[config.mk]
export PLATFORM = sky130hd
export DESIGN_NAME = oapp_front_flat
export DESIGN_NICKNAME = d
export VERILOG_FILES = /design/src/hw/rtl/oapp_pkg.sv /design/src/hw/rtl/oapp_if.sv /design/src/hw/rtl/oapp_front.sv /design/src/flat_wrapper.sv
export SDC_FILE = /design/constraint.sdc
export NUM_CORES = 1
export LEC_CHECK = 0
export ABC_AREA = 0
export ABC_CLOCK_PERIOD_IN_PS = 5000
export BUFFER_PORTS_ARGS = -buffer_cell sky130_fd_sc_hd__buf_2
export CAP_MARGIN = 10
export CORE_ASPECT_RATIO = 1.1
export CORE_MARGIN = 3
export CORE_UTILIZATION = 30
export CTS_BUF_LIST = sky130_fd_sc_hd__clkbuf_2
export DETAILED_ROUTE_END_ITERATION = 16
export MAX_ROUTING_LAYER = met4
export SETUP_SLACK_MARGIN = 0.3
export SYNTH_ARGS = -nofsm -noshare
export SYNTH_HDL_FRONTEND = slang
export SYNTH_SLANG_ARGS = --single-unit
[constraint.sdc]
create_clock -name clk -period 5 [get_ports clk]
set_input_delay 1 -clock clk [delete_from_list [all_inputs] [get_ports clk]]
set_output_delay 1 -clock clk [all_outputs]
set_load 0.05 [all_outputs]
[src/hw/rtl/oapp_pkg.sv]
// Shared constants and types of the open-addressing probe unit.
package oapp_pkg;

    localparam int TABLE_LOG2_DEF = 14;
    localparam int KEY_W          = 31;
    localparam int SLOT_OUT_W     = 14;
    localparam int PROBE_OUT_W    = 15;
    localparam int PROBE_MAX      = 32767;
    localparam int PERTURB_SHIFT  = 5;
    localparam int CHAIN_MARGIN   = 40;
    localparam int QUEUE_DEPTH    = 2;

    typedef enum logic {
        ACT_QUERY  = 1'b0,
        ACT_INSERT = 1'b1
    } action_t;

    // One queued item as the back end sees it.
    typedef struct packed {
        logic               is_insert;
        logic [KEY_W-1:0]   key;
    } item_t;

    // Control from the probe engine back to the front end.
    typedef struct packed {
        logic clearing;
        logic pop;
    } back_to_front_t;

endpackage

[src/hw/rtl/oapp_if.sv]
// Valid/ready channel interfaces for the probe unit's items and results.
interface oapp_in_if;
    logic                       valid;
    logic                       ready;
    logic                       action;
    logic [oapp_pkg::KEY_W-1:0] key;

    modport source (output valid, output action, output key, input ready);
    modport sink   (input valid, input action, input key, output ready);
endinterface


[src/hw/rtl/oapp_front.sv]
// Front end: takes item beats, decodes the action and holds them in a short queue.
module oapp_front (
    input  logic                       clk,
    input  logic                       rst_n,
    oapp_in_if.sink                    query,
    input  oapp_pkg::back_to_front_t   to_front,
    output logic                       head_valid,
    output oapp_pkg::item_t            head_item
);

    localparam int DEPTH = oapp_pkg::QUEUE_DEPTH;
    localparam int PTR_W = (DEPTH > 1) ? $clog2(DEPTH) : 1;
    localparam int CNT_W = $clog2(DEPTH + 1);

    oapp_pkg::item_t    entry_reg [DEPTH];
    oapp_pkg::item_t    new_item;
    logic [PTR_W-1:0]   wr_ptr_reg, wr_ptr_next;
    logic [PTR_W-1:0]   rd_ptr_reg, rd_ptr_next;
    logic [CNT_W-1:0]   fill_reg, fill_next;
    logic               push;
    logic               pop;

    // Hold off new beats while the bitmap is being cleared or the queue is full.
    assign query.ready = (fill_reg != CNT_W'(DEPTH)) && !to_front.clearing;
    assign push        = query.valid && query.ready;
    assign pop         = to_front.pop && (fill_reg != '0);

    always_comb
    begin
        new_item.is_insert = (query.action == oapp_pkg::ACT_INSERT);
        new_item.key       = query.key;
    end

    always_comb
    begin
        wr_ptr_next = wr_ptr_reg;
        rd_ptr_next = rd_ptr_reg;
        fill_next   = fill_reg;
        if (push)
        begin
            wr_ptr_next = (wr_ptr_reg == PTR_W'(DEPTH - 1)) ? '0 : wr_ptr_reg + PTR_W'(1);
        end
        if (pop)
        begin
            rd_ptr_next = (rd_ptr_reg == PTR_W'(DEPTH - 1)) ? '0 : rd_ptr_reg + PTR_W'(1);
        end
        if (push && !pop)
        begin
            fill_next = fill_reg + CNT_W'(1);
        end
        else if (pop && !push)
        begin
            fill_next = fill_reg - CNT_W'(1);
        end
    end

    always_ff @(posedge clk or negedge rst_n)
    begin
        if (!rst_n)
        begin
            wr_ptr_reg <= '0;
            rd_ptr_reg <= '0;
            fill_reg   <= '0;
        end
        else
        begin
            wr_ptr_reg <= wr_ptr_next;
            rd_ptr_reg <= rd_ptr_next;
            fill_reg   <= fill_next;
        end
    end

    always_ff @(posedge clk)
    begin
        if (push)
        begin
            entry_reg[wr_ptr_reg] <= new_item;
        end
    end

    assign head_valid = (fill_reg != '0);
    assign head_item  = entry_reg[rd_ptr_reg];

    fill_bounded: assert property (@(posedge clk) disable iff (!rst_n)
        fill_reg <= CNT_W'(DEPTH))
        else $error("item queue overfilled");

endmodule

[src/flat_wrapper.sv]
// flat-port wrapper written by rule: the top's interface ports become plain ports
module oapp_front_flat 
  (clk, rst_n, to_front, head_valid, head_item, query_valid, query_action, query_key, query_ready);
  oapp_in_if query_i ();
  input  logic clk;
  input  logic rst_n;
  input  oapp_pkg::back_to_front_t to_front;
  output logic head_valid;
  output oapp_pkg::item_t head_item;
  input wire logic [$bits(query_i.valid)-1:0] query_valid;
  input wire logic [$bits(query_i.action)-1:0] query_action;
  input wire logic [$bits(query_i.key)-1:0] query_key;
  output wire logic [$bits(query_i.ready)-1:0] query_ready;
  assign query_i.valid = query_valid;
  assign query_i.action = query_action;
  assign query_i.key = query_key;
  assign query_ready = query_i.ready;
  oapp_front u_core (.clk(clk), .rst_n(rst_n), .query(query_i), .to_front(to_front), .head_valid(head_valid), .head_item(head_item));
endmodule
==> After elaboration in Yosys (flattened, before gate mapping) <==
Memory sizes are Yosys's and may differ from the RTL's.
Cells that the tools add are included.
{ "word_totals": {"ram_bits": 64, "mem_count": 1, "in_bits": 37, "word_cells": 25, "output_inout_bits": 34, "register_bits": 4} }
{ "classes": {"muxes": 6, "n_reduce_logical": 10, "addsub": 4, "n_eq_ne": 1} }
{ "memory_table": {"columns": ["name", "depth", "width", "rd", "rd_ports_with_merged_regs", "wr", "line_no", "source"], "rows": [
  ["u_core.entry_reg", 2, 32, 1, 0, 1, "oapp_front.sv:15", "oapp_pkg::item_t entry_reg [DEPTH];"]
]} }
{ "ops": {"columns": ["cell", "count"], "rows": [
  ["1-bit logical AND", 5],
  ["1-bit two-way mux", 4],
  ["2-bit two-way mux", 2],
  ["2-bit nonzero test", 2],
  ["1-bit logical NOT", 3],
  ["1-bit adder (second input constant)", 2],
  ["2-bit by 1-bit adder with 2-bit output (second input constant)", 1],
  ["2-bit != test (second input constant)", 1],
  ["2-bit by 1-bit subtractor with 2-bit output (second input constant)", 1]
]} }

==> Logic depth before layout (Yosys ltp) <==
{ "logic_depth": {"word_depth": 7, "mapped_depth": 6, "depth_no_buf": 6} }

==> Worst setup path before layout <==
Ideal clock, no wire load.
{ "synth_path": {"kind": "input to register", "start": "input to_front[1] (netlist name)", "end": "memory u_core.entry_reg[0][0] (netlist name) (enable)", "stages": 2, "required_time_ns": 4.575, "n_path_buf": 0, "setup_ns": 0.425, "path_slack_ns": 1.852, "arrival_ns": 2.723, "path_cell_list": "nor3b_4 -> nor2b_1"} }
{ "synth_between": {"elab_chain_len": 5} }
{ "synth_rtl": {"columns": ["item", "line_no", "source"], "rows": [
  ["start, declared", "flat_wrapper.sv:7", "input oapp_pkg::back_to_front_t to_front;"],
  ["1-bit logical NOT", "oapp_front.sv:24", "assign query.ready = (fill_reg != CNT_W'(DEPTH)) && !to_front.clearing;"],
  ["1-bit logical AND", "oapp_front.sv:24", null],
  ["1-bit logical AND", "oapp_front.sv:25", "assign push = query.valid && query.ready;"],
  ["1-bit two-way mux", "oapp_front.sv:75", "if (push)"],
  ["1-bit two-way mux (implied by the code)", "oapp_front.sv:77", "entry_reg[wr_ptr_reg] <= new_item;"],
  ["end, declared", "oapp_front.sv:15", null]
]} }
No other way between the ends.

==> metrics.csv <==
stage;metric;value;unit
power;combPwrFrac;0.396;
layout;multi_input_area;483.0;µm²
setup_path;crit_buf_inv;2;
setup_path;worstPathArrival;2.39;ns
status;status;complete, no violations;
routing;antenna_left;0;
power;p_int;0.001011;W
routing;post_drt_wl_per_cell;13.83;µm
power;switching_share;0.4171;
clock_tree;cts_max_level;3;
routing;highest_layer;met4;
sta;setup_violations;0;
global_routing;grt_first_pass_wirelength;6.058;mm
sta;finalClockSkew;0.01791;ns
floorplanning;die_w;93.65;µm
sta;max_freq;295.3;MHz
floorplanning;fp.coreArea;0.008083;mm²
routing;wl_met1;1.797;mm
clock_tree;cts_resized;0;
routing;routed_wl;4.245;mm
power;finalPower;0.001734;W
setup_path;worstPathMaxFanout;20;
setup_path;required;4.00;ns
logic_synthesis;syn_area;0.002535;mm²
global_routing;grt_overflow;0;
setup_path;critPathLaunchType;flip-flop;
sta;setup_tns;0;ns
logic_synthesis;synth_cells;118;
clock_tree;postCtsSetupBuffers;0;
layout;finish.net_count;234;
routing;drtPass1Iterations;3;
routing;wl_met2;1.986;mm
sta;fin_ws;1.613;ns
clock_tree;holdBufCountCts;0;
power;power.switching;0.0007233;W
global_routing;antenna_found_initial;0;
power;seq_power_share;0.446;
logic_synthesis;ys_warn_count;0;
clock_tree;clkTransAtPathRegs;0.16;ns
layout;seq_area;0.002022;mm²
sta;period_share;0.6773;
clock_tree;numCtsBuffers;9;
layout;utilization;0.3824;
routing;vias_per_cell;4.094;
placement;routabilityCongestion;0.6619;
setup_path;cp_cell_sequence;buf_4 > mux2_2 > buf_2;
clock_tree;cts_sinks;68;
logic_synthesis;synth_area_per_cell;21.48;µm²
placement;hpwl;2.831;mm
layout;syn_to_final_growth;21.91;%
floorplanning;initial_core_util;0.3136;
floorplanning;fp.dieArea;0.009590;mm²
layout;largest_reg_flops;64;
global_routing;grt_pass1_vias;1215;
setup_path;end_kind;output pin;
clock_tree;root_buffer;clkbuf_2;
sta;slew_violations;0;
setup_path;crit_type;reg2out;
logic_synthesis;ys_seq_area_frac;0.7976;
logic_synthesis;yosysUniqueCellTypes;16;
clock_tree;cts_tree;done;
setup_path;slowest_stage;dfrtp_1;
layout;num_antenna_cells;0;
logic_synthesis;synth.net_count;156;
placement;dp_worst_setup_slack;2.097;ns
power;power.density;561.1;mW/mm²
logic_synthesis;ys_seq_elements;68;
placement;numPortBuffers;70;
clock_tree;clock_latency;0.47;ns
sta;post-route-min-period;3.387;ns
floorplanning;boundaryPins;71;
layout;nFillCells;772;
sta;hold_violations;0;
routing;dr_wl_met3;384;µm
clock_tree;cts_buffer_depth;2;
floorplanning;num_rows;34;
layout;drive_above_1_share;0.4523;
sta;rsz0062_at_grt;no;
routing;drcViolationCount;0;
power;vdd_ir_drop_max;0.1982;mV
sta;worst_pin_slew;0.9547;ns
setup_path;max_stage_delay;0.98;ns
setup_path;cp_top_family;flip-flops;
routing;drtIter0Drc;18;
global_routing;track_usage;0.09194;
flow_run;cap_violations;0;
routing;num_vias;1257;
global_routing;grt_max_degree;33;
worst_hold_path;hold_path_class;in2async;
sta;max_slew_margin;0.3622;
power;leakagePower;1.156;nW
floorplanning;die_height;102.4;µm
power;p_clk_frac;0.158;
-- synth_stat cells --
library cell,instances,share of area
edfxtp_1,64,0.76
nor2b_2,1,0.0035
nor2b_1,1,0.0025
nor3b_4,1,0.0074
xnor2_1,2,0.0069
mux2_2,3,0.013
buf_2,1,0.0020
and2_1,1,0.0025
ha_1,1,0.0049
nand2_1,1,0.0015
buf_6,3,0.013
nor2_1,2,0.0030
or2_1,1,0.0025
mux2_1,29,0.13
xor2_1,3,0.010
dfrtp_1,4,0.039
-- stage by stage --
stage                     hold WS [ns]  std cells  instance area [µm²]
after floorplan                 0.4474        118                 2535
after global placement          0.4805        293                 2998
after detailed placement        0.4763        293                 2998
after CTS                       0.2550        307                 3090
after global routing            0.2372        307                 3090
final                           0.2991        307                 3090
-- placed cells by master (no fill, tap or decap), drive strengths merged --
master	Yosys	final
xnor2	2	2
and2	1	1
clkinv	0	3
ha	1	1
buf	4	71
dfrtp	4	4
mux2	32	32
bufinv	0	1
edfxtp	64	64
xor2	3	3
or2	1	1
nor2b	2	2
clkbuf	0	10
nand2	1	1
nor2	2	2
nor3b	1	1
-- path summary, 6_finish.rpt --
path / start / endpoint / slack, ns / cells after the start
setup / recovery: u_core.rd_ptr_reg$_DFFE_PN0P_ / head_item[12] / 1.61 / 3
hold / removal: rst_n / u_core.fill_reg[0]$_DFFE_PN0P_ / 0.30 / 1
setup reg to reg: u_core.fill_reg[1]$_DFFE_PN0P_ / u_core.entry_reg[0][14]$_DFFE_PP_ / 2.92 / 3
hold reg to reg: u_core.fill_reg[1]$_DFFE_PN0P_ / u_core.fill_reg[1]$_DFFE_PN0P_ / 0.51 / 1
max in group asynchronous: rst_n / u_core.wr_ptr_reg$_DFFE_PN0P_ / 4.59 / 1
min in group clk: u_core.fill_reg[1]$_DFFE_PN0P_ / u_core.fill_reg[1]$_DFFE_PN0P_ / 0.51 / 1
-- power by group through the flow --
stage | combinational (W) | sequential [W] | clock, W
6_report | 0.000687 | 0.000774 | 0.000273
5_1_grt | 0.000722 | 0.000785 | 0.000310
4_1_cts | 0.000699 | 0.000777 | 0.000287
3_5_place_dp | 0.000697 | 0.000789 | 0
3_3_place_gp | 0.000693 | 0.000788 | 0
2_1_floorplan | 0.000601 | 0.000747 | 0
-- cell type report --
class,instances,area share
clock buffer,10,0.01619
multi-input combinational,46,0.1563
tap,108,0.04372
sequential,68,0.6543
clock inverter,4,0.01377
timing repair buffer,71,0.1158
-- worst register-to-register path: stages (launching register included) --
cell     delay, ns
dfrtp_1       0.44
nor2b_2       0.18
nor3b_4       0.25
nor2b_4       0.83
-- cells by family after synthesis --
group,synth area share
flip-flops,0.7976
multiplexers,0.1421
AND/OR/NAND/NOR,0.02271
XOR/XNOR,0.01728
buffers and inverters,0.01530
adder cells (fa/ha/maj),0.004935
-- routing by layer --
| layer | vias up | global-route usage |
|---|---|---|
| met3 | 8 | 0.04934 |
| li1 | 611 | - |
| met5 | - | - |
| met4 | 0 | 0.04333 |
| met2 | 48 | 0.1392 |
| met1 | 590 | 0.09943 |
Note: power is estimated with default switching activity, not from simulation.
